==> config.mk <==
export PLATFORM = sky130hd
export DESIGN_NAME = macx_queue
export DESIGN_NICKNAME = d
export VERILOG_FILES = /design/src/rtl/macx_pkg.sv /design/src/rtl/macx_queue.sv
export VERILOG_INCLUDE_DIRS = /design/src /design/src/rtl
export SDC_FILE = /design/constraint.sdc
export NUM_CORES = 1
export LEC_CHECK = 0
export BUFFER_PORTS_ARGS = -buffer_cell sky130_fd_sc_hd__buf_2
export CORE_ASPECT_RATIO = 1.75
export CORE_MARGIN = 2
export CORE_UTILIZATION = 51
export CTS_CLUSTER_SIZE = 12
export DETAILED_ROUTE_END_ITERATION = 6
export HOLD_SLACK_MARGIN = 0.1
export PLACE_DENSITY = 0.75
export SKIP_LAST_GASP = 1
export SYNTH_ARGS = -nofsm -noshare
export SYNTH_HDL_FRONTEND = slang
export SYNTH_SLANG_ARGS = --single-unit
export TNS_END_PERCENT = 100
==> constraint.sdc <==
create_clock -name clk -period 5.45 [get_ports clk]
set_input_delay 0.2725 -clock clk [delete_from_list [all_inputs] [get_ports clk]]
set_output_delay 0.2725 -clock clk [all_outputs]
set_load 0.02 [all_outputs]
==> src/rtl/moving_average_crossover_detector_unit_defines.svh <==
// Assertion helpers shared by the crossover detector RTL.
`ifndef MOVING_AVERAGE_CROSSOVER_DETECTOR_UNIT_DEFINES_SVH
`define MOVING_AVERAGE_CROSSOVER_DETECTOR_UNIT_DEFINES_SVH

// Same-cycle implication, disabled while reset is asserted.
`define MACX_ASSERT_IMPL(name, clk, rst_n, ante, cons) \
  name: assert property (@(posedge clk) disable iff (!rst_n) (ante) |-> (cons)) \
    else $error("macx: assertion failed");

// Next-cycle implication, disabled while reset is asserted.
`define MACX_ASSERT_NEXT(name, clk, rst_n, ante, cons) \
  name: assert property (@(posedge clk) disable iff (!rst_n) (ante) |=> (cons)) \
    else $error("macx: assertion failed");

`endif

==> src/rtl/macx_pkg.sv <==
package macx_pkg;

  localparam int WINDOW_DEPTH_DEF = 64;
  localparam int PRICE_BITS_DEF   = 32;

  // register field widths
  localparam int SW_W       = 6;
  localparam int LW_W       = 7;
  localparam int CFG_DATA_W = 7;
  localparam int CFG_IDX_W  = 1;
  localparam int CNT_W      = 8;   // holds long window plus one

  localparam logic [SW_W-1:0] SHORT_RESET = 6'd10;
  localparam logic [LW_W-1:0] LONG_RESET  = 7'd30;

  localparam logic [CFG_IDX_W-1:0] CFG_SHORT_WINDOW = 1'b0;
  localparam logic [CFG_IDX_W-1:0] CFG_LONG_WINDOW  = 1'b1;

  localparam logic [1:0] REL_BELOW = 2'd0;
  localparam logic [1:0] REL_EQUAL = 2'd1;
  localparam logic [1:0] REL_ABOVE = 2'd2;

  localparam logic [1:0] SIG_HOLD = 2'd0;
  localparam logic [1:0] SIG_BUY  = 2'd1;
  localparam logic [1:0] SIG_SELL = 2'd2;

  localparam logic signed [31:0] BUY_QTY = 32'sd100;

  localparam int QUEUE_DEPTH = 4;
  localparam int QP_W        = $clog2(QUEUE_DEPTH);
  localparam int QL_W        = $clog2(QUEUE_DEPTH + 1);

  typedef struct packed {
    logic [SW_W-1:0] se;
    logic [LW_W-1:0] le;
  } win_t;

  // classified tick handed from front to back
  typedef struct packed {
    logic [31:0]        price;
    logic [63:0]        tick_time;
    logic signed [31:0] qty;
    logic [31:0]        drop_short;
    logic [31:0]        drop_long;
    logic               warm;
  } entry_t;

endpackage

==> src/rtl/macx_queue.sv <==
`include "moving_average_crossover_detector_unit_defines.svh"

module macx_queue (
  input  logic                     clk,
  input  logic                     rst_n,
  input  logic                     push,
  input  macx_pkg::entry_t         push_entry,
  input  logic                     pop,
  output macx_pkg::entry_t         head,
  output logic [macx_pkg::QL_W-1:0] level
);

  macx_pkg::entry_t             slots_r [macx_pkg::QUEUE_DEPTH];
  logic [macx_pkg::QP_W-1:0]    wr_ptr_r, wr_ptr_nxt;
  logic [macx_pkg::QP_W-1:0]    rd_ptr_r, rd_ptr_nxt;
  logic [macx_pkg::QL_W-1:0]    level_r, level_nxt;

  always_comb begin
    wr_ptr_nxt = wr_ptr_r;
    rd_ptr_nxt = rd_ptr_r;
    if (push) begin
      wr_ptr_nxt = (wr_ptr_r == macx_pkg::QP_W'(macx_pkg::QUEUE_DEPTH - 1)) ?
                   '0 : wr_ptr_r + 1'b1;
    end
    if (pop) begin
      rd_ptr_nxt = (rd_ptr_r == macx_pkg::QP_W'(macx_pkg::QUEUE_DEPTH - 1)) ?
                   '0 : rd_ptr_r + 1'b1;
    end
    case ({push, pop})
      2'b10:   level_nxt = level_r + 1'b1;
      2'b01:   level_nxt = level_r - 1'b1;
      default: level_nxt = level_r;
    endcase
  end

  always_ff @(posedge clk) begin
    if (!rst_n) begin
      wr_ptr_r <= '0;
      rd_ptr_r <= '0;
      level_r  <= '0;
    end else begin
      wr_ptr_r <= wr_ptr_nxt;
      rd_ptr_r <= rd_ptr_nxt;
      level_r  <= level_nxt;
    end
  end

  always_ff @(posedge clk) begin
    if (push) begin
      slots_r[wr_ptr_r] <= push_entry;
    end
  end

  assign head  = slots_r[rd_ptr_r];
  assign level = level_r;

  `MACX_ASSERT_IMPL(a_no_overflow, clk, rst_n, push, level_r < macx_pkg::QL_W'(macx_pkg::QUEUE_DEPTH))
  `MACX_ASSERT_IMPL(a_no_underflow, clk, rst_n, pop, level_r != '0)

endmodule

# ---- Word level (Yosys, flattened, before mapping)
# Memories as Yosys holds them, arrays and structs flattened. A register that Yosys moved wholly into a read port is not among the register bits.
# Index checks and enable logic that the tools add are counted.
dict set report classes {
  n_addsub 4
  n_mul 0
  div_mod_pow 0
  n_lt_le_gt_ge 0
  eq_ne 4
  shift 0
  n_mux 7
  bitwise 0
  n_reduce_logical 1
}
# operator n
set op_table {}
lappend op_table {{2-bit 2-to-1 mux} 4}
lappend op_table {{2-bit equality test (second input constant)} 3}
lappend op_table {{3-bit case mux with 2 select lines} 1}
lappend op_table {{2-bit by 1-bit adder with 2-bit output (second input constant)} 2}
lappend op_table {{3-bit by 1-bit adder with 3-bit output (second input constant)} 1}
lappend op_table {{3-bit by 1-bit subtractor with 3-bit output (second input constant)} 1}
lappend op_table {{2-bit by 1-bit equality test with 1-bit output (second input constant)} 1}
lappend op_table {{1-bit 2-to-1 mux} 2}
lappend op_table {{2-bit nonzero test} 1}
dict set report word_totals {
  register_bits 7
  latchBits 0
  ramBits 772
  romBits 0
  in_bits 197
  out_inout_bits 196
  elab_cells 20
  mem_count 1
}
# name depth word_bits read_ports rd_ports_with_merged_regs write_ports line
set mem_list {}
lappend mem_list {slots_r 4 193 1 1 1 macx_queue.sv:13} ;# macx_pkg::entry_t slots_r [macx_pkg::QUEUE_DEPTH];

# ---- Depth between registers and ports, before layout
dict set report logic_depth {
  depth_word 4
  depth_mapped 6
  mapped_depth_nobuf 6
}

# ---- Worst setup path after synthesis
# No wires, ideal clock.
dict set report synth_timing {
  kind {reg-to-reg}
  start {reg wr_ptr_r[0] (netlist bit)}
  end {mem slots_r[0][0] (netlist bit) (enable)}
  setup_ns 0.576
  arrival_ns 4.935
  t_required_ns 4.874
  slack_ns -0.061
  stages_incl_launch_ff 4
  path_buffers 0
  synth_period_minus_slack_ns 5.511
  path_cell_list {dfxtp_1 inv_1 ha_1 and2_1}
}
# item line
set synth_lines {}
lappend synth_lines {{start: declaration} macx_queue.sv:14} ;# logic [macx_pkg::QP_W-1:0] wr_ptr_r, wr_ptr_nxt;
lappend synth_lines {{start signal: assignment} macx_queue.sv:42} ;# wr_ptr_r <= wr_ptr_nxt;
lappend synth_lines {{end: declaration} macx_queue.sv:13}
# Straight into the memory's write port.

==> results.sh <==
export IMPL_outcome="completed"
export IMPL_detailedPlacementHpwl_um=33500
export IMPL_grt_max_degree=93
export IMPL_mappedNetlistArea_um2=28500
export IMPL_num_fill_cells=3580
export IMPL_cp_required_ns=5.18
export IMPL_hold_crit_path_type="input pin to flop"
export IMPL_postCtsResizedCells=0
export IMPL_tritoncts="built"
export IMPL_regToRegStartpoint="wr_ptr_r[0]"
export IMPL_post_synth_num_cell_types=23
export IMPL_fin_nets=1891
export IMPL_postRouteWirelength_um=58500
export IMPL_synth_seq_area_share_pct=81.9
export IMPL_period_share_pct=61.6
export IMPL_drc=0
export IMPL_syn_instance_count=1049
export IMPL_async_flop_share_pct=0
export IMPL_first_global_vias=14700
export IMPL_path_max_fanout=49
export IMPL_grt_antenna_before_repair=11
export IMPL_starting_utilization_of_the_core_area_pct=51.5
export IMPL_total_routing_resource_utilization_after_global_routing_pct=20.2
export IMPL_final_hold_violation_count=0
export IMPL_synth_net_count=1253
export IMPL_synth_seq_cells=781
export IMPL_die_area_um2=57900
export IMPL_first_iter_violations=900
export IMPL_max_slew_margin_rel_pct=32.4
export IMPL_setup_viol=0
export IMPL_syn_mean_instance_area_um2=27.2
export IMPL_dr_total_vias=13500
export IMPL_post_drt_antenna_nets=0
export IMPL_worstSetupStartpointType="flop"
export IMPL_critical_path_top_delay_cell="sky130_fd_sc_hd__dfxtp_4"
export IMPL_timing_fmax_mhz=298
export IMPL_yosysWarnings=0
export IMPL_finalCriticalPeriod_ns=3.35
export IMPL_gp_routability_congestion=0.741
export IMPL_port_buffers=392
export IMPL_worst_slew_pin_slew_ns=1.01
export IMPL_cts_num_sinks=781
export IMPL_htree_levels=3
export IMPL_mostFrequentLayoutCell="sky130_fd_sc_hd__edfxtp_1"
export IMPL_skew_ns=0.0161
export IMPL_final_critical_path_setup_slack_ns=2.10
export IMPL_cpPeakStageDelay_ns=0.94
export IMPL_cts_buffer_depth=3
export IMPL_dp_worst_setup_slack_ns=2.59
export IMPL_die_width_um=183
export IMPL_die_height_um=317
export IMPL_pwr_density_cell_nw_per_um2=363
export IMPL_vias_per_cell=5.61
export IMPL_hp_start="push_entry[79]"
export IMPL_fin_setup_tns_ns=0
export IMPL_flow_area_growth_from_synthesis_pct=23.4
export IMPL_pin_count=393
export IMPL_seq_area_um2=23400
export IMPL_multi_input_area_um2=4770
export IMPL_cts_made_buffers=75
export IMPL_critical_path_buf_inv_count=2
export IMPL_total_congestion_overflow=0
export IMPL_worst_ir_drop_vdd_v=0.000499
export IMPL_fraction_of_layout_cells_with_a_size_suffix_above_1_pct=38.1
export IMPL_critical_path_cell_by_cell="buf_4 -> mux4_2 -> buf_2"
export IMPL_first_pass_grt_wire_length_um=87200
export IMPL_number_of_slew_limit_violations_in_the_final_report=0
export IMPL_end_kind="primary output"
export IMPL_clock_insertion_delay_worst_skew_ns=0.59
export IMPL_static_leakage_power_nw=12.0
export IMPL_timing_critical_path_arrival_ns=3.08
export IMPL_kind_of_cell_adding_the_most_delay_to_the_critical_path="flip-flops"
export IMPL_detailedRoute_firstPassIterationCount=5
export IMPL_synth_edf_count=772
export IMPL_core_region_area_um2=55300
export IMPL_power_total_mw=12.8
export IMPL_max_cap_violation_count=0
export IMPL_wl_per_cell_um=24.4
export IMPL_most_used_flip_flop_cell_after_synthesis="sky130_fd_sc_hd__edfxtp_1"
export IMPL_setup_worst_path_class="flop to primary output"
export IMPL_layout_common_cells="sky130_fd_sc_hd__edfxtp_1, sky130_fd_sc_hd__buf_2, sky130_fd_sc_hd__dlygate4sd3_1"
export IMPL_clock_root_buffer="sky130_fd_sc_hd__clkbuf_16"
export IMPL_std_cell_rows=114
export IMPL_clk_pin_slew_worst_paths_ns=0.06
export IMPL_rsz0062_at_grt="false"
## stage by stage
step / utilization [%] / instance area, um^2 / hold slack, ns / cells
3_5_place_dp: 56.4 / 31200 / 0.488 / 2110
3_3_place_gp: 56.4 / 31200 / 0.475 / 2110
5_1_grt: 63.6 / 35200 / 0.410 / 2400
2_1_floorplan: - / 28500 / 0.371 / 1049
6_report: 63.6 / 35200 / 0.430 / 2400
4_1_cts: 63.6 / 35200 / 0.382 / 2396
## worst reg2reg max path, stage by stage (launching register included)
cell                      delay (ns)
sky130_fd_sc_hd__dfxtp_1        0.35
sky130_fd_sc_hd__inv_1          0.10
sky130_fd_sc_hd__ha_1           0.14
sky130_fd_sc_hd__and2_4         0.69
sky130_fd_sc_hd__buf_4          0.78
## layer usage
layer	track usage [%]	share of wire (%)	vias up
li1	-	-	5857
met3	5.03	6.8	121
met2	34.9	52	535
met4	8.31	3.5	14
met1	24.5	37	6947
met5	0	0.15	-
## sequential cells by signal (all words and copies together) (netlist names), named ones only
register,count
slots_r,772
level,3
rd_ptr_r,2
wr_ptr_r,2
## where the power goes
group | internal, mW | total (mW) | switching (mW)
clock network | 2.54 | 4.54 | 1.99
registers | 6.86 | 6.94 | 0.0832
logic | 0.553 | 1.30 | 0.742
## cells by family after synthesis
| kind of cell | synth area share, % |
|---|---|
| xor+xnor | 0.0614 |
| fa+ha+maj | 0.333 |
| flops | 81.9 |
| compound gates | 0.0877 |
| simple gates | 0.294 |
| buf+inv | 1.44 |
| mux | 15.9 |
## worst paths after layout
| kind | to | cells past startpoint | slack (ns) |
|---|---|---|---|
| hold / removal | slots_r[1][79] | 2 | 0.43 |
| hold reg to reg | level[2] | 2 | 0.54 |
| setup / recovery | head[58] | 3 | 2.10 |
| setup reg to reg | slots_r[2][38] | 4 | 2.95 |
## final cells by class
class / instances / area share (%)
Clock inverter: 7 / 0.185
Antenna cell: 4 / 0.0284
Multi-Input combinational cell: 222 / 13.5
Tap cell: 696 / 2.47
Timing Repair Buffer: 604 / 11.7
Sequential cell: 781 / 66.4
Clock buffer: 83 / 5.60
Inverter: 3 / 0.0320
## cells in the mapped netlist, types with 2 or more instances
cell	number	area share [%]
sky130_fd_sc_hd__edfxtp_1	772	81
sky130_fd_sc_hd__mux4_2	151	12
sky130_fd_sc_hd__mux4_1	42	3.9
sky130_fd_sc_hd__buf_2	18	0.32
sky130_fd_sc_hd__buf_6	12	0.47
sky130_fd_sc_hd__dfxtp_1	9	0.63
sky130_fd_sc_hd__buf_12	7	0.49
sky130_fd_sc_hd__ha_1	6	0.26
sky130_fd_sc_hd__and2_1	5	0.11
sky130_fd_sc_hd__nor2b_1	5	0.11
sky130_fd_sc_hd__buf_1	4	0.053
sky130_fd_sc_hd__inv_1	3	0.039
sky130_fd_sc_hd__mux2i_1	3	0.11
sky130_fd_sc_hd__nor3b_1	2	0.053
sky130_fd_sc_hd__xnor2_1	2	0.061
## repair_timing
| action | CTS | global route |
|---|---|---|
| hold buffers | 196 | 0 |
| endpoints found under the hold margin | 781 | 0 |
| setup buffers | 0 | 0 |
Note: power is estimated with default switching activity, not from simulation.
