`src/rtl/moving_average_crossover_detector_unit_defines.svh`:
```
// Assertion helpers shared by the crossover detector RTL.
`ifndef MOVING_AVERAGE_CROSSOVER_DETECTOR_UNIT_DEFINES_SVH
`define MOVING_AVERAGE_CROSSOVER_DETECTOR_UNIT_DEFINES_SVH

// Same-cycle implication, disabled while reset is asserted.
`define MACX_ASSERT_IMPL(name, clk, rst_n, ante, cons) \
  name: assert property (@(posedge clk) disable iff (!rst_n) (ante) |-> (cons)) \
    else $error("macx: assertion failed");

// Next-cycle implication, disabled while reset is asserted.
`define MACX_ASSERT_NEXT(name, clk, rst_n, ante, cons) \
  name: assert property (@(posedge clk) disable iff (!rst_n) (ante) |=> (cons)) \
    else $error("macx: assertion failed");

`endif

```
`src/rtl/macx_pkg.sv`:
```
package macx_pkg;

  localparam int WINDOW_DEPTH_DEF = 64;
  localparam int PRICE_BITS_DEF   = 32;

  // register field widths
  localparam int SW_W       = 6;
  localparam int LW_W       = 7;
  localparam int CFG_DATA_W = 7;
  localparam int CFG_IDX_W  = 1;
  localparam int CNT_W      = 8;   // holds long window plus one

  localparam logic [SW_W-1:0] SHORT_RESET = 6'd10;
  localparam logic [LW_W-1:0] LONG_RESET  = 7'd30;

  localparam logic [CFG_IDX_W-1:0] CFG_SHORT_WINDOW = 1'b0;
  localparam logic [CFG_IDX_W-1:0] CFG_LONG_WINDOW  = 1'b1;

  localparam logic [1:0] REL_BELOW = 2'd0;
  localparam logic [1:0] REL_EQUAL = 2'd1;
  localparam logic [1:0] REL_ABOVE = 2'd2;

  localparam logic [1:0] SIG_HOLD = 2'd0;
  localparam logic [1:0] SIG_BUY  = 2'd1;
  localparam logic [1:0] SIG_SELL = 2'd2;

  localparam logic signed [31:0] BUY_QTY = 32'sd100;

  localparam int QUEUE_DEPTH = 4;
  localparam int QP_W        = $clog2(QUEUE_DEPTH);
  localparam int QL_W        = $clog2(QUEUE_DEPTH + 1);

  typedef struct packed {
    logic [SW_W-1:0] se;
    logic [LW_W-1:0] le;
  } win_t;

  // classified tick handed from front to back
  typedef struct packed {
    logic [31:0]        price;
    logic [63:0]        tick_time;
    logic signed [31:0] qty;
    logic [31:0]        drop_short;
    logic [31:0]        drop_long;
    logic               warm;
  } entry_t;

endpackage

```
`src/rtl/macx_back.sv`:
```
`include "moving_average_crossover_detector_unit_defines.svh"

module macx_back #(
  parameter int PRICE_BITS = macx_pkg::PRICE_BITS_DEF
) (
  input  logic                      clk,
  input  logic                      rst_n,
  input  logic                      clear,
  input  macx_pkg::win_t            win,
  input  macx_pkg::entry_t          head,
  input  logic [macx_pkg::QL_W-1:0] q_level,
  output logic                      pop,
  output logic                      out_valid,
  input  logic                      out_ready,
  output logic [1:0]                out_kind,
  output logic [63:0]               out_time,
  output logic [31:0]               out_price,
  output logic signed [31:0]        out_qty
);

  localparam int PriceW = (PRICE_BITS < 32) ? PRICE_BITS : 32;
  localparam int TotW   = PriceW + macx_pkg::LW_W;
  localparam int ProdW  = TotW + macx_pkg::LW_W;

  logic               en;
  logic [TotW-1:0]    s_tot_r, l_tot_r;
  logic [1:0]         last_rel_r;

  logic               b1_vld_r, b2_vld_r;
  logic [31:0]        b1_price_r, b2_price_r;
  logic [63:0]        b1_time_r, b2_time_r;
  logic signed [31:0] b1_qty_r, b2_qty_r;
  logic               b1_warm_r, b2_warm_r;
  logic [ProdW-1:0]   prod_s_r, prod_l_r;

  logic               out_vld_r;
  logic [1:0]         out_kind_r;
  logic [63:0]        out_time_r;
  logic [31:0]        out_price_r;
  logic signed [31:0] out_qty_r;

  logic [1:0]         rel;
  logic [1:0]         kind;

  // whole back pipeline moves when the output register is free
  assign en  = !out_vld_r || out_ready;
  assign pop = en && (q_level != '0);

  always_comb begin
    if (prod_s_r < prod_l_r) begin
      rel = macx_pkg::REL_BELOW;
    end else if (prod_s_r == prod_l_r) begin
      rel = macx_pkg::REL_EQUAL;
    end else begin
      rel = macx_pkg::REL_ABOVE;
    end
    kind = macx_pkg::SIG_HOLD;
    if (b2_warm_r) begin
      if (last_rel_r != macx_pkg::REL_ABOVE && rel == macx_pkg::REL_ABOVE) begin
        kind = macx_pkg::SIG_BUY;
      end else if (last_rel_r != macx_pkg::REL_BELOW && rel == macx_pkg::REL_BELOW) begin
        kind = macx_pkg::SIG_SELL;
      end
    end
  end

  always_ff @(posedge clk) begin
    if (!rst_n) begin
      s_tot_r    <= '0;
      l_tot_r    <= '0;
      last_rel_r <= macx_pkg::REL_BELOW;
      b1_vld_r   <= 1'b0;
      b2_vld_r   <= 1'b0;
      out_vld_r  <= 1'b0;
    end else if (clear) begin
      s_tot_r    <= '0;
      l_tot_r    <= '0;
      last_rel_r <= macx_pkg::REL_BELOW;
      b1_vld_r   <= 1'b0;
      b2_vld_r   <= 1'b0;
      out_vld_r  <= 1'b0;
    end else if (en) begin
      b1_vld_r  <= pop;
      b2_vld_r  <= b1_vld_r;
      out_vld_r <= b2_vld_r;
      if (pop) begin
        s_tot_r <= s_tot_r - TotW'(head.drop_short) + TotW'(head.price);
        l_tot_r <= l_tot_r - TotW'(head.drop_long) + TotW'(head.price);
      end
      if (b2_vld_r) begin
        last_rel_r <= rel;
      end
    end
  end

  always_ff @(posedge clk) begin
    if (en) begin
      b1_price_r <= head.price;
      b1_time_r  <= head.tick_time;
      b1_qty_r   <= head.qty;
      b1_warm_r  <= head.warm;

      // cross-multiply: short_total * long_window vs long_total * short_window
      prod_s_r   <= ProdW'(s_tot_r) * ProdW'(win.le);
      prod_l_r   <= ProdW'(l_tot_r) * ProdW'(win.se);
      b2_price_r <= b1_price_r;
      b2_time_r  <= b1_time_r;
      b2_qty_r   <= b1_qty_r;
      b2_warm_r  <= b1_warm_r;

      out_kind_r  <= kind;
      out_time_r  <= b2_time_r;
      out_price_r <= (kind != macx_pkg::SIG_HOLD) ? b2_price_r : '0;
      out_qty_r   <= (kind == macx_pkg::SIG_BUY)  ? macx_pkg::BUY_QTY :
                     (kind == macx_pkg::SIG_SELL) ? b2_qty_r : '0;
    end
  end

  assign out_valid = out_vld_r;
  assign out_kind  = out_kind_r;
  assign out_time  = out_time_r;
  assign out_price = out_price_r;
  assign out_qty   = out_qty_r;

  `MACX_ASSERT_IMPL(a_buy_above, clk, rst_n, out_vld_r && out_kind_r == macx_pkg::SIG_BUY, last_rel_r == macx_pkg::REL_ABOVE)
  `MACX_ASSERT_IMPL(a_sell_below, clk, rst_n, out_vld_r && out_kind_r == macx_pkg::SIG_SELL, last_rel_r == macx_pkg::REL_BELOW)
  `MACX_ASSERT_NEXT(a_result_held, clk, rst_n, out_vld_r && !out_ready && !clear, $stable(last_rel_r))

endmodule

```
`config.mk`:
```
export PLATFORM = sky130hd
export DESIGN_NAME = macx_back
export DESIGN_NICKNAME = d
export VERILOG_FILES = /design/src/rtl/macx_pkg.sv /design/src/rtl/macx_back.sv
export VERILOG_INCLUDE_DIRS = /design/src /design/src/rtl
export SDC_FILE = /design/constraint.sdc
export NUM_CORES = 2
export LEC_CHECK = 0
export BUFFER_PORTS_ARGS = -buffer_cell sky130_fd_sc_hd__buf_2
export CAP_MARGIN = 0
export CORE_UTILIZATION = 60
export DETAILED_ROUTE_END_ITERATION = 8
export PLACE_DENSITY = 0.85
export REMOVE_ABC_BUFFERS = 1
export SYNTH_ARGS = -nofsm -noshare
export SYNTH_HDL_FRONTEND = slang
export SYNTH_SLANG_ARGS = --single-unit
```
`constraint.sdc`:
```
create_clock -name clk -period 50.5 [get_ports clk]
set_clock_uncertainty 0.05 [all_clocks]
set_input_delay 2.525 -clock clk [delete_from_list [all_inputs] [get_ports clk]]
set_output_delay 2.525 -clock clk [all_outputs]
set_load 0.01 [all_outputs]
```
After elaboration in Yosys (flattened, before gate mapping)
Index checks and enable logic that the tools add are counted.

Flip-flop bits (word level): 562. Input bits: 213. Output and inout port bits: 132. Logic and storage cells: 54.

Add/subtract/negate cells: 4. $mul: 2. Order comparisons: 1. Equality and inequality tests: 5. Multiplexer cells: 6. Bitwise operators: 2. Reductions and logical operators: 13.

Operators with widths (count): $add A39 B32 Y39 (2); $sub A39 B32 Y39 (2); $eq A46 B45 Y1 (1); $lt A46 B45 Y1 (1); $mul A39 B7 Y46 (1); $mul A39 B6 Y45 (1); $mux W2 (5); $mux W7 (1); $eq A2 B2 Y1 const B (2); $reduce_and A2 Y1 (2); $reduce_bool A2 Y1 (2); $reduce_or A2 Y1 (2); $logic_and A1 B1 Y1 (3); $reduce_bool A3 Y1 (1); $eq A2 B1 Y1 const B (1); $logic_not A2 Y1 (1); $ne A2 B2 Y1 const B (1); $not A1 Y1 (2); $logic_not A1 Y1 (1); $logic_or A1 B1 Y1 (1).

Logic depth before layout (Yosys ltp)
Word-level depth: 11. Depth in mapped cells: 21. Gate-level depth less buffers: 20.

Least setup slack after synthesis
No wires, ideal clock.

Kind: input-to-output. From: input out_ready. To: output pop. Data arrival time: 18.219 ns. Required time: 47.925 ns. Setup slack: 29.706 ns. Stages on the path: 5. Path buffers: 2. Cells stage by stage: nand2b_1 -> clkbuf_1 -> o31ai_1 -> inv_2 -> clkbuf_1.

Cells in the longest elaborated chain, start to end: 2.

Ends and longest elaborated chain: from (decl) (line macx_back.sv:14) `input logic out_ready,`; $logic_or A1 B1 Y1 (line macx_back.sv:46) `assign en = !out_vld_r || out_ready;`; via en (line macx_back.sv:25) `logic en;`; $logic_and A1 B1 Y1 (line macx_back.sv:47) `assign pop = en && (q_level != '0);`; to (decl) (line macx_back.sv:12) `output logic pop,`.

The timed path passes the listed nets, and every way through them passes these cells.

Worst setup path after layout
From: input win[2] (netlist bit). To: register prod_s_r[44], data pin.

Cells in the longest elaborated chain, start to end: 1.

Ends and longest elaborated chain: from (decl) (line macx_back.sv:9) `input macx_pkg::win_t win,`; $mul A39 B7 Y46 (line macx_back.sv:104) `prod_s_r <= ProdW'(s_tot_r) * ProdW'(win.le);`; to (signal assigned) (line macx_back.sv:104); to (decl) (line macx_back.sv:34) `logic [ProdW-1:0] prod_s_r, prod_l_r;`.

Every way passes these cells. A chain may end at the register's enable or synchronous reset.

==> flow_summary.yaml <==
timing:
  setup_viol: 0
  fmax_ghz: 0.128
  fin_tns_setup_ps: 0
  drv_slew: 0
  worst_pin_slew_ps: 1170
  finalHoldViolations: 0
  relSlewSlack_pct: 22.2
  whs_ps: 350
  post-route-period-util_pct: 15.5
  rsz0062_at_grt: "no"
  period_minus_slack_ps: 7840
logic_synthesis:
  synthSimpleGateAreaFrac_pct: 12.7
  syn_avg_cell_area_sq_um: 10.6
  synthCells: 3771
  synth-edff-count: 479
  synthFlopType: "edfxtp_1"
  ys_seq_area_share_pct: 40.0
  synth_compound_area_share_pct: 9.63
  yosysMostFrequentCell: "inv_1"
  synthAdderAreaFrac_pct: 27.3
  synth_common_cells: "639 x inv_1, 479 x edfxtp_1, 475 x nand2_1, 397 x fa_1, 273 x and2_1"
  synthXorXnorAreaFrac_pct: 3.03
  synthMuxAreaShare_pct: 0.0499
  netlist_area_sq_mm: 0.0401
  yosysTopAreaCell: "edfxtp_1"
  yosysUniqueCellTypes: 79
  async_flop_share_pct: 0
  synth.top_cell.area_share_pct: 35.8
  synth-seq-cells: 562
  synth_top_family_by_area: "adder cells"
  synth_warnings: 0
  synth_area_leaders: "edfxtp_1 36%, fa_1 20%, ha_1 7.5%, inv_1 6.0%, nand2_1 4.4%"
place:
  portBuffers: 344
  place_congestion: 0.938
  placedCellCount: 4859
  dp_hpwl_mm: 69.6
detailed_routing:
  drtIter0Drc: 2455
  final_antenna_net_count: 1
  num_vias: 27984
  drc: 372
  via_per_inst: 5.62
  wl_mm: 92.0
  first_pass_iters: 8
  wl_per_cell_um: 18.5
worst_setup_path:
  end_kind: "flip-flop"
  cp.arrival_ps: 8160
  path_buf_inv: 3
  ff2ff_setup_slack_ps: 44630
  timing.critical_path.mode_cell: "fa_1"
  slowest_delay_ps: 580
  crit_path_start_kind: "input pin"
  criticalPathCategory: "in2reg"
  cpMaxStageDelayCell: "buf_2"
  crit_family: "adder cells"
  path_max_fanout: 39
  timing.rr.end: "prod_s_r[44]"
  r2r_cells: 18
  worstPathRequired_ps: 50820
  reg2reg_from: "s_tot_r[21]"
  worstPathCellList: "buf_2 -> and2_1 -> fa_1 -> fa_1 -> fa_1 -> inv_1 -> fa_1 -> inv_1 -> ha_1 -> nand2_1 -> o211ai_1 -> a211oi_1 -> o21ai_1 -> a2111oi_1 -> a21oi_1 -> o31ai_2 -> and2_1 -> o41ai_1 -> xor2_1"
floorplanning:
  fp.dieW_um: 261
  initial_core_util_pct: 60.8
  die_area_sq_mm: 0.0679
  chipHeight_um: 261
  core_sq_mm: 0.0660
  rows: 94
  io-pin-count: 345
global_routing:
  grt_max_degree: 195
  grt.total_usage_pct: 27.6
  grt_pass1_vias: 28410
  grt_pass1_wl_mm: 146
  antenna_found_initial: 3
  overflow: 0
final_layout:
  fin_util_pct: 67.4
  fin_nets: 4904
  stdcell_count: 4976
  drive_gt1_share_pct: 11.8
  syn2layout_area_growth_pct: 10.8
cts:
  cts_resized: 0
  htreeDepth: 2
  clock_path_buffers: 3
  numClockSinks: 562
  clk_pin_slew_ps: 70
  postCtsHoldBufs: 0
  numCtsBuffers: 57
  clk_latency_ps: 640
  cts_tree: "built"
  clockRootBuffer: "clkbuf_16"
  post_cts_buffers: 0
power:
  p_leak_uw: 0.0213
  ir_drop_v: 0.0000351
  p_per_area_mw_per_mm2: 47.5
  total_power_uw: 2110
worst_hold_path:
  hp-class: "reg2reg"
  holdPathStages: 0
  whs_endpoint: "b2_time_r[56]"
  hp-start: "b1_time_r[56]"
outcome:
  status: "finished, violations left"
  violations: "antenna violations, design-rule violations"
run:
  cap_violations: 0
## worst register-to-register path: stages (launching register included)
cell	delay [ps]
dfxtp_1	570
and2_1	220
fa_1	450
fa_1	520
fa_1	490
inv_1	50
fa_1	470
inv_1	40
ha_1	380
nand2_1	130
o211ai_1	130
a211oi_1	310
o21ai_1	150
a2111oi_1	570
a21oi_1	230
o31ai_2	350
and2_1	240
o41ai_1	110
xor2_1	150
## how the worst max path moves through the flow
stage                    from            to  slack [ps]  cells after the start
floorplan           out_ready           pop       20900                      3
global placement       win[2]  prod_s_r[44]       42450                     19
detailed placement     win[2]  prod_s_r[44]       42150                     19
CTS                    win[2]  prod_s_r[44]       42740                     19
global route           win[2]  prod_s_r[44]       42410                     19
finish                 win[2]  prod_s_r[44]       42660                     19
## sequential cells by signal, summed over array words and instances, names as in the netlist
register    flops
b1_time_r      64
b2_time_r      64
out_time       64
prod_s_r       46
prod_l_r       45
l_tot_r        39
s_tot_r        39
b1_price_r     32
b1_qty_r       32
b2_price_r     32
b2_qty_r       32
out_price      32
out_qty        32
last_rel_r      2
out_kind        2
b1_vld_r        1
b1_warm_r       1
b2_vld_r        1
b2_warm_r       1
out_valid       1
## report_power, final
group	switching (uW)	leakage, uW	internal, uW
clock	185	0.000902	234
sequential	62.2	0.00593	602
combinational	603	0.0145	426
total	850	0.0213	1260
## cell type report
type                       count  area [sq um]
tap                          864          1080
inverter                     640          2400
multi-input combinational   2431         21200
clock buffer                  67          1480
fill                        4845         21500
sequential                   562         16000
clock inverter                39           387
timing repair buffer         362          1870
antenna                       11          27.5
## per-layer routing
metal / vias to the layer above / part of all wire (%) / track usage (%)
met5: - / 0 / 0
met4: 0 / 5.5 / 14.6
met3: 218 / 7.7 / 5.08
met2: 1010 / 49 / 46.0
met1: 13833 / 38 / 34.1
li1: 12923 / - / -
## cell usage in the layout, fill, tap and decap left out, types with 10 or more instances in the layout
master,count
nor2b_1,46
a21oi_1,216
a31oi_1,16
fa_1,397
buf_4,17
nor3_1,22
nand2b_1,16
buf_2,344
clkbuf_16,57
o31ai_1,10
and2_1,273
nand4_1,26
nor2_1,91
diode_2,11
o21a_1,25
inv_1,639
xnor2_1,92
clkinv_2,12
dfxtp_1,83
and3_1,19
edfxtp_1,479
a211oi_1,23
o21ai_0,108
xor2_1,47
ha_1,240
nand3_1,41
o21bai_1,16
o21ai_1,11
a21o_1,99
nand2_1,475
## kinds of logic after synthesis
group,Yosys count
and+or+nand+nor,1045
buffers and inverters,778
adders and majority gates,637
AOI/OAI and AO/OA,608
DFF,562
xor gates and xnor gates,139
muxes,2
## through the flow
step | worst slack, ps | area, sq um
CTS | 42740 | 44400
global route | 42410 | 44500
detailed placement | 42150 | 42600
global placement | 42450 | 42600
finish | 42660 | 44500
floorplan | 20900 | 39600
Power figures use the tool's default switching activity.
