`src/rtl/moving_average_crossover_detector_unit_defines.svh`:
```
// Assertion helpers shared by the crossover detector RTL.
`ifndef MOVING_AVERAGE_CROSSOVER_DETECTOR_UNIT_DEFINES_SVH
`define MOVING_AVERAGE_CROSSOVER_DETECTOR_UNIT_DEFINES_SVH

// Same-cycle implication, disabled while reset is asserted.
`define MACX_ASSERT_IMPL(name, clk, rst_n, ante, cons) \
  name: assert property (@(posedge clk) disable iff (!rst_n) (ante) |-> (cons)) \
    else $error("macx: assertion failed");

// Next-cycle implication, disabled while reset is asserted.
`define MACX_ASSERT_NEXT(name, clk, rst_n, ante, cons) \
  name: assert property (@(posedge clk) disable iff (!rst_n) (ante) |=> (cons)) \
    else $error("macx: assertion failed");

`endif

```
`src/rtl/macx_pkg.sv`:
```
package macx_pkg;

  localparam int WINDOW_DEPTH_DEF = 64;
  localparam int PRICE_BITS_DEF   = 32;

  // register field widths
  localparam int SW_W       = 6;
  localparam int LW_W       = 7;
  localparam int CFG_DATA_W = 7;
  localparam int CFG_IDX_W  = 1;
  localparam int CNT_W      = 8;   // holds long window plus one

  localparam logic [SW_W-1:0] SHORT_RESET = 6'd10;
  localparam logic [LW_W-1:0] LONG_RESET  = 7'd30;

  localparam logic [CFG_IDX_W-1:0] CFG_SHORT_WINDOW = 1'b0;
  localparam logic [CFG_IDX_W-1:0] CFG_LONG_WINDOW  = 1'b1;

  localparam logic [1:0] REL_BELOW = 2'd0;
  localparam logic [1:0] REL_EQUAL = 2'd1;
  localparam logic [1:0] REL_ABOVE = 2'd2;

  localparam logic [1:0] SIG_HOLD = 2'd0;
  localparam logic [1:0] SIG_BUY  = 2'd1;
  localparam logic [1:0] SIG_SELL = 2'd2;

  localparam logic signed [31:0] BUY_QTY = 32'sd100;

  localparam int QUEUE_DEPTH = 4;
  localparam int QP_W        = $clog2(QUEUE_DEPTH);
  localparam int QL_W        = $clog2(QUEUE_DEPTH + 1);

  typedef struct packed {
    logic [SW_W-1:0] se;
    logic [LW_W-1:0] le;
  } win_t;

  // classified tick handed from front to back
  typedef struct packed {
    logic [31:0]        price;
    logic [63:0]        tick_time;
    logic signed [31:0] qty;
    logic [31:0]        drop_short;
    logic [31:0]        drop_long;
    logic               warm;
  } entry_t;

endpackage

```
`src/rtl/macx_ram.sv`:
```
module macx_ram #(
  parameter int WIDTH = 32,
  parameter int DEPTH = 64
) (
  input  logic                     clk,
  input  logic                     we,
  input  logic [$clog2(DEPTH)-1:0] waddr,
  input  logic [WIDTH-1:0]         wdata,
  input  logic [$clog2(DEPTH)-1:0] raddr,
  output logic [WIDTH-1:0]         rdata
);

  logic [WIDTH-1:0] mem [DEPTH];
  logic [WIDTH-1:0] rdata_r;

  // read-first: a read of the slot being written returns the old value
  always_ff @(posedge clk) begin
    rdata_r <= mem[raddr];
    if (we) begin
      mem[waddr] <= wdata;
    end
  end

  assign rdata = rdata_r;

endmodule

```
`src/rtl/macx_front.sv`:
```
`include "moving_average_crossover_detector_unit_defines.svh"

module macx_front #(
  parameter int WINDOW_DEPTH = macx_pkg::WINDOW_DEPTH_DEF,
  parameter int PRICE_BITS   = macx_pkg::PRICE_BITS_DEF
) (
  input  logic                      clk,
  input  logic                      rst_n,
  input  logic                      clear,
  input  macx_pkg::win_t            win,
  input  logic                      in_valid,
  output logic                      in_ready,
  input  logic [31:0]               close_price,
  input  logic [63:0]               tick_time,
  input  logic signed [31:0]        position_size,
  input  logic [macx_pkg::QL_W-1:0] q_level,
  output logic                      push,
  output macx_pkg::entry_t          push_entry
);

  localparam int PriceW = (PRICE_BITS < 32) ? PRICE_BITS : 32;
  localparam int SlotW  = $clog2(WINDOW_DEPTH);
  localparam int AddW   = SlotW + 1;
  localparam int CntW   = macx_pkg::CNT_W;

  logic [SlotW-1:0]   slot_r, slot_nxt;
  logic [CntW-1:0]    ticks_r, ticks_nxt;
  logic               f_vld_r;
  logic [PriceW-1:0]  f_price_r;
  logic [63:0]        f_time_r;
  logic signed [31:0] f_qty_r;
  logic               f_sub_s_r, f_sub_l_r, f_warm_r;

  logic               accept;
  logic [PriceW-1:0]  price;
  logic [AddW-1:0]    raw_s, raw_l;
  logic [SlotW-1:0]   addr_s, addr_l;
  logic [PriceW-1:0]  rd_s, rd_l;
  logic [CntW-1:0]    cnt_inc, cnt_lim;
  logic               sub_s, sub_l;

  // one slot for the tick in flight to the queue, plus what is already queued
  assign in_ready = ({1'b0, q_level} + (macx_pkg::QL_W + 1)'(f_vld_r)) <
                    (macx_pkg::QL_W + 1)'(macx_pkg::QUEUE_DEPTH);
  assign accept   = in_valid && in_ready;
  assign price    = close_price[PriceW-1:0];

  always_comb begin
    raw_s  = {1'b0, slot_r} + AddW'(WINDOW_DEPTH) - AddW'(win.se);
    raw_l  = {1'b0, slot_r} + AddW'(WINDOW_DEPTH) - AddW'(win.le);
    addr_s = (raw_s >= AddW'(WINDOW_DEPTH)) ? SlotW'(raw_s - AddW'(WINDOW_DEPTH)) :
                                              raw_s[SlotW-1:0];
    addr_l = (raw_l >= AddW'(WINDOW_DEPTH)) ? SlotW'(raw_l - AddW'(WINDOW_DEPTH)) :
                                              raw_l[SlotW-1:0];
    slot_nxt = (slot_r == SlotW'(WINDOW_DEPTH - 1)) ? '0 : slot_r + 1'b1;
    sub_s    = ticks_r >= CntW'(win.se);
    sub_l    = ticks_r >= CntW'(win.le);
    cnt_inc  = ticks_r + 1'b1;
    cnt_lim  = CntW'(win.le) + 1'b1;
    ticks_nxt = (cnt_inc > cnt_lim) ? cnt_lim : cnt_inc;
  end

  always_ff @(posedge clk) begin
    if (!rst_n) begin
      slot_r  <= '0;
      ticks_r <= '0;
      f_vld_r <= 1'b0;
    end else if (clear) begin
      slot_r  <= '0;
      ticks_r <= '0;
      f_vld_r <= 1'b0;
    end else begin
      f_vld_r <= accept;
      if (accept) begin
        slot_r  <= slot_nxt;
        ticks_r <= ticks_nxt;
      end
    end
  end

  always_ff @(posedge clk) begin
    if (accept) begin
      f_price_r <= price;
      f_time_r  <= tick_time;
      f_qty_r   <= position_size;
      f_sub_s_r <= sub_s;
      f_sub_l_r <= sub_l;
      f_warm_r  <= (ticks_nxt == cnt_lim);
    end
  end

  macx_ram #(.WIDTH(PriceW), .DEPTH(WINDOW_DEPTH)) u_ring_short (
    .clk   (clk),
    .we    (accept),
    .waddr (slot_r),
    .wdata (price),
    .raddr (addr_s),
    .rdata (rd_s)
  );

  macx_ram #(.WIDTH(PriceW), .DEPTH(WINDOW_DEPTH)) u_ring_long (
    .clk   (clk),
    .we    (accept),
    .waddr (slot_r),
    .wdata (price),
    .raddr (addr_l),
    .rdata (rd_l)
  );

  // ring data for the tick accepted last cycle is valid now
  always_comb begin
    push                  = f_vld_r;
    push_entry.price      = 32'(f_price_r);
    push_entry.tick_time  = f_time_r;
    push_entry.qty        = f_qty_r;
    push_entry.drop_short = f_sub_s_r ? 32'(rd_s) : '0;
    push_entry.drop_long  = f_sub_l_r ? 32'(rd_l) : '0;
    push_entry.warm       = f_warm_r;
  end

  `MACX_ASSERT_IMPL(a_ticks_bound, clk, rst_n, 1'b1, ticks_r <= CntW'(win.le) + CntW'(1))

endmodule

```
`config.mk`:
```
export PLATFORM = sky130hd
export DESIGN_NAME = macx_front
export DESIGN_NICKNAME = d
export VERILOG_FILES = /design/src/rtl/macx_pkg.sv /design/src/rtl/macx_ram.sv /design/src/rtl/macx_front.sv
export VERILOG_INCLUDE_DIRS = /design/src /design/src/rtl
export SDC_FILE = /design/constraint.sdc
export NUM_CORES = 2
export LEC_CHECK = 0
export BUFFER_PORTS_ARGS = -buffer_cell sky130_fd_sc_hd__clkbuf_2
export CORE_UTILIZATION = 56
export CTS_CLUSTER_DIAMETER = 60
export DETAILED_ROUTE_END_ITERATION = 16
export PLACE_DENSITY = 0.76
export SLEW_MARGIN = 20
export SYNTH_ARGS = -nofsm -noshare
export SYNTH_HDL_FRONTEND = slang
export SYNTH_SLANG_ARGS = --single-unit
```
`constraint.sdc`:
```
create_clock -name clk -period 8.5 [get_ports clk]
set_input_delay 1.7 -clock clk [delete_from_list [all_inputs] [get_ports clk]]
set_output_delay 1.7 -clock clk [all_outputs]
set_load 0.005 [all_outputs]
```
Word level (Yosys, flattened, before mapping)
Memory sizes are Yosys's and may differ from the RTL's. A register that Yosys moved wholly into a read port is not among the register bits.
Cells that the tools add are included.
{"block": "totals", "regBits": 146, "ramBits": 4096, "input_bits": 148, "out_inout_bits": 195, "wordCells": 39, "mem_count": 2}
{"memory": "u_ring_long.mem", "depth": 64, "word_bits": 32, "rd": 1, "rd_ports_with_merged_regs": 1, "write_ports": 1, "line": "macx_ram.sv:13", "rtl": "logic [WIDTH-1:0] mem [DEPTH];"}
{"memory": "u_ring_short.mem", "depth": 64, "word_bits": 32, "rd": 1, "rd_ports_with_merged_regs": 1, "write_ports": 1, "line": "macx_ram.sv:13"}
{"block": "op_classes", "add_sub_neg": 9, "order_cmp": 6, "eq_ne": 2, "muxes": 8, "bitwise_logic": 1, "reduce_logical": 2}
{"cell": "$mux W32", "n": 2}
{"cell": "$mux W6", "n": 3}
{"cell": "$ge A7 B7 Y1 const B", "n": 2}
{"cell": "$sub A6 B1 Y6 const B", "n": 2}
{"cell": "$add A7 B1 Y8 const B", "n": 1}
{"cell": "$add A8 B1 Y8 const B", "n": 1}
{"cell": "$eq A8 B8 Y1", "n": 1}
{"cell": "$ge A8 B6 Y1", "n": 1}
{"cell": "$ge A8 B7 Y1", "n": 1}
{"cell": "$gt A8 B8 Y1", "n": 1}
{"cell": "$mux W8", "n": 1}
{"cell": "$add A6 B7 Y7 const B", "n": 1}
{"cell": "$sub A7 B6 Y7", "n": 1}
{"cell": "$sub A7 B7 Y7", "n": 1}
{"cell": "$add A6 B1 Y6 const B", "n": 1}
{"cell": "$eq A6 B6 Y1 const B", "n": 1}
{"cell": "$add A3 B1 Y4", "n": 1}
{"cell": "$lt A4 B3 Y1 const B", "n": 1}
{"cell": "$mux W1", "n": 2}
{"cell": "$reduce_or A2 Y1", "n": 1}
{"cell": "$logic_and A1 B1 Y1", "n": 1}
{"cell": "$not A1 Y1", "n": 1}

Longest topological paths before layout
{"block": "depth", "depth_word": 5, "ltp_mapped": 12, "ltp_nobuf": 11}

Modules after synthesis
From an unflattened synthesis, not the netlist that was laid out.
{"block": "unflattened", "hier_cells": 7073, "area_unflattened_um2": 163270.3}
{"module": "macx_ram", "instances": 2, "cells_per_inst": 3324, "area_each_um2": 78515.3, "seq_area_each_um2": 62139.6}
{"module": "macx_front", "instances": 1, "cells_per_inst": 425, "area_each_um2": 6239.7, "seq_area_each_um2": 4234.1}

Worst setup path before layout
No wires, ideal clock.
{"block": "synth_timing", "kind": "input -> register", "startpoint": "in q_level[0] (netlist name)", "endpoint": "mem u_ring_short.mem[60][0], enable pin", "arrival_time_ns": 8.559, "t_required_ns": 8.079, "path_slack_ns": -0.480, "path_stages": 6, "n_path_buf": 1, "path_cell_list": "a31oi_1 -> nand2_1 -> inv_1 -> buf_1 -> nand3_1 -> nor2_1"}
{"block": "synth_via", "elab_chain_len": 5}
{"item": "start: declaration", "line": "macx_front.sv:16", "rtl": "input logic [macx_pkg::QL_W-1:0] q_level,"}
{"item": "$add A3 B1 Y4", "line": "macx_front.sv:43", "rtl": "assign in_ready = ({1'b0, q_level} + (macx_pkg::QL_W + 1)'(f_vld_r)) <"}
{"item": "$lt A4 B3 Y1", "line": "macx_front.sv:43"}
{"item": "$logic_and A1 B1 Y1", "line": "macx_front.sv:45", "rtl": "assign accept = in_valid && in_ready;"}
{"item": "named net accept", "line": "macx_front.sv:34", "rtl": "logic accept;"}
{"item": "$mux W1", "line": "macx_ram.sv:19", "rtl": "if (we) begin"}
{"item": "$mux W1 (implied by the code)", "line": "macx_ram.sv:20", "rtl": "mem[waddr] <= wdata;"}
{"item": "end: declaration", "line": "macx_ram.sv:13"}
The timed path passes the listed nets, and every way through them passes these cells.

Worst setup path after layout
{"block": "layout_timing", "startpoint": "in win[7] (netlist name)", "endpoint": "reg u_ring_short.rdata_r[26], in the netlist u_ring_short.rdata[26] (read register of u_ring_short.mem)"}
{"block": "layout_via", "elab_chain_len": 3, "word_cells_on_any_way": 4, "cone_classes": "2 x add/sub; 1 x order compare; 1 x mux"}
{"item": "start: declaration", "line": "macx_front.sv:10", "rtl": "input macx_pkg::win_t win,"}
{"item": "$sub A7 B6 Y7 (*)", "line": "macx_front.sv:49", "rtl": "raw_s = {1'b0, slot_r} + AddW'(WINDOW_DEPTH) - AddW'(win.se);"}
{"item": "$sub A6 B1 Y6 / $ge A7 B7 Y1 (equally long branches)", "line": "macx_front.sv:51", "rtl": "addr_s = (raw_s >= AddW'(WINDOW_DEPTH)) ? SlotW'(raw_s - AddW'(WINDOW_DEPTH)) :"}
{"item": "$mux W6 (*)", "line": "macx_front.sv:51"}
{"item": "end: declaration", "line": "macx_ram.sv:14", "rtl": "logic [WIDTH-1:0] rdata_r;"}
Mark *: on every way between the ends. The rest lies on a longest branch, timed or not.
A chain may end at the register's enable or synchronous reset.

==> results_dict.tcl <==
set metrics [dict create \
    rsz0062_at_grt "false" \
    portBuffers 342 \
    post-place-cells 6999 \
    slew_viol_final 0 \
    syn_inst 4454 \
    grt_pass1_vias 56000 \
    synth_seq_area_share_pct 66.3 \
    tightestPinTransition_ns 1.13 \
    finalSetupViolCount 0 \
    cellPowerDensity_nw_per_um2 224 \
    fp.dieH_um 427 \
    clkSinkCount 2258 \
    drt-initial-drc-count 9065 \
    fin_setup_tns_ns 0 \
    yosysUniqueCellTypes 48 \
    cts_tree "done" \
    gp_congestion 0.857 \
    postCtsSetupBuffers 0 \
    nets 5055 \
    wl_per_cell_um 39.7 \
    path_clk_slew_ns 0.06 \
    viasPerCell 7.45 \
    cts_hold_buf 0 \
    fmax_mhz 181 \
    critical_path.startpoint_type "primary input" \
    critical_path_required_ns 9.22 \
    maxCapViolCount 0 \
    htree_levels 4 \
    slew_headroom_pct 24.2 \
    max-clock-path-buffers 3 \
    coreArea_um2 179000 \
    hold_slack_ns 0.598 \
    grt_use_total_pct 33.0 \
    ios 343 \
    ant_nets 0 \
    grt_max_degree 96 \
    p_leak_nw 36.4 \
    numCtsBuffers 224 \
    hold_class "flip-flop to flip-flop" \
    synthToLayoutAreaGrowth_pct 13.0 \
    postRouteWirelength_um 296000 \
    syn_area_per_cell_um2 22.7 \
    antenna_found_initial 21 \
    syn-num-nets 4638 \
    crit_type "primary input to flip-flop" \
    cts_resized 0 \
    syn-cell-area_um2 101000 \
    row_count 155 \
    final_cells 7461 \
    die_w_um 427 \
    hold_violations 0 \
    async_flop_share_pct 0 \
    synth-edff-count 2179 \
    drive_gt1_share_pct 44.1 \
    outcome "complete, no violations" \
    worst_clock_skew_ns 0.0350 \
    crit_arrival_ns 6.25 \
    via_count 55600 \
    synth-seq-cells 2258 \
    firstDrtPassIters 6 \
    fin_crit_sh_pct 65.1 \
    drc 0 \
    start_util_pct 56.5 \
    dp_hpwl_um 171000 \
    clk_latency_ns 0.88 \
    die_area_um2 182000 \
    peakVddDrop_v 0.000161 \
    overflow 0 \
    synth_warnings 0 \
    end_kind "flip-flop" \
    fin_crit_ns 5.53 \
    grt_pass1_wl_um 417000 \
    synth_top_flop_cell "edfxtp_1" \
    cp_max_fo 45 \
    cts_root_buffer "clkbuf_16" \
]
-- synth_stat cells (all sizes together) (9+ instances only) --
cell type | count | area (µm²)
nand3 | 18 | 90.1
edfxtp | 2179 | 65400
o21ai | 13 | 65.1
buf | 179 | 938
inv | 21 | 78.8
nand2 | 78 | 293
ha | 34 | 425
nor2 | 79 | 297
and2 | 71 | 444
mux4 | 1280 | 28800
dfxtp | 79 | 1580
clkbuf | 155 | 583
o211ai | 11 | 82.6
a21o | 10 | 75.1
a31oi | 9 | 86.3
xor2 | 12 | 105
a22oi | 128 | 961
xnor2 | 19 | 166
-- final timing paths --
kind | from | end | slack (ns) | cells past startpoint
setup reg to reg | slot_r[0]$_SDFFE_PP0P_ | u_ring_short.rdata[26]$_DFF_P_ | 3.10 | 10
hold reg to reg | ticks_r[0]$_SDFFE_PP0P_ | ticks_r[0]$_SDFFE_PP0P_ | 0.60 | 2
hold / removal | ticks_r[0]$_SDFFE_PP0P_ | ticks_r[0]$_SDFFE_PP0P_ | 0.60 | 2
setup / recovery | win[7] | u_ring_short.rdata[26]$_DFF_P_ | 2.97 | 10
-- registers in the layout, indices dropped and copies added (netlist names) --
| signal | count |
|---|---|
| push | 1 |
| u_ring_long.mem | 32 |
| f_sub_s_r | 1 |
| ticks_r | 8 |
| slot_r | 6 |
| u_ring_short.rdata | 32 |
| f_price_r | 32 |
| f_qty_r | 32 |
| u_ring_short.mem | 2016 |
| f_sub_l_r | 1 |
| f_time_r | 64 |
| f_warm_r | 1 |
| u_ring_long.rdata | 32 |
-- metal layers --
layer / global-route usage, % / part of all wire [%] / vias to the layer above / wire length [µm]
met5: 0 / 0.0084 / - / 25
met4: 18.2 / 6.1 / 4 / 18100
met3: 7.35 / 12 / 740 / 35100
met2: 50.9 / 48 / 4340 / 142000
met1: 44.5 / 34 / 29800 / 101000
li1: - / - / 20700 / -
-- cells by family after synthesis --
group | share of synthesized area (%)
flip-flops | 66.3
AO/OA/AOI/OAI | 1.43
XOR/XNOR | 0.269
multiplexers | 28.5
buffers and inverters | 1.58
AND/OR/NAND/NOR | 1.47
adder cells (fa/ha/maj) | 0.460
-- cells in the final DEF (no fill, tap or decap), drive strengths merged, types with 7 or more instances in the layout --
| cell | synthesis | final |
|---|---|---|
| nor2 | 79 | 79 |
| a22oi | 128 | 128 |
| ha | 34 | 34 |
| bufinv | 0 | 20 |
| buf | 179 | 184 |
| a21o | 10 | 10 |
| inv | 21 | 33 |
| o21ai | 13 | 13 |
| a21oi | 7 | 7 |
| and2 | 71 | 71 |
| nor4 | 7 | 7 |
| mux4 | 1280 | 1280 |
| nor3 | 7 | 7 |
| o211ai | 11 | 11 |
| a31oi | 9 | 9 |
| clkbuf | 155 | 635 |
| xor2 | 12 | 12 |
| nand3 | 18 | 18 |
| clkinv | 0 | 95 |
| nand4 | 7 | 7 |
| dfxtp | 79 | 79 |
| xnor2 | 19 | 19 |
| edfxtp | 2179 | 2179 |
| nand2 | 78 | 78 |
| diode | 0 | 36 |
-- per-stage QoR --
stage	instance area [µm²]	power [W]	util (%)	setup slack, ns
CTS	114000	0.0256	63.9	3.06
finish	114000	0.0256	63.9	2.97
global placement	107000	0.0157	59.6	2.03
detailed placement	107000	0.0158	59.7	2.15
floorplan	101000	0.0146	-	0.186
global route	114000	0.0262	63.9	2.96
-- where the power goes --
part | internal [W] | switching, W | total (W) | leakage, nW
registers | 0.0123 | 0.000130 | 0.0124 | 20.3
clock network | 0.00567 | 0.00435 | 0.0100 | 3.66
logic | 0.00144 | 0.00167 | 0.00311 | 12.4
total | 0.0194 | 0.00616 | 0.0256 | 36.4
-- worst max-delay path, cell delays in order --
cell,delay (ns)
clkbuf_2,0.13
ha_4,0.14
inv_1,0.06
fa_4,1.32
buf_4,0.64
buf_4,0.53
mux4_2,0.41
mux4_2,0.49
a22oi_1,0.62
nand2_1,0.11
-- layout make-up --
cell class	count	area, µm²
antenna	36	90.1
inverter	21	83.8
clock inverter	131	1350
tap	2355	2950
clock buffer	294	6090
sequential	2258	67000
fill	11500	64500
timing repair buffer	525	3600
multi-input combinational	1841	33100
No activity file was read; power rests on OpenSTA's default activity.
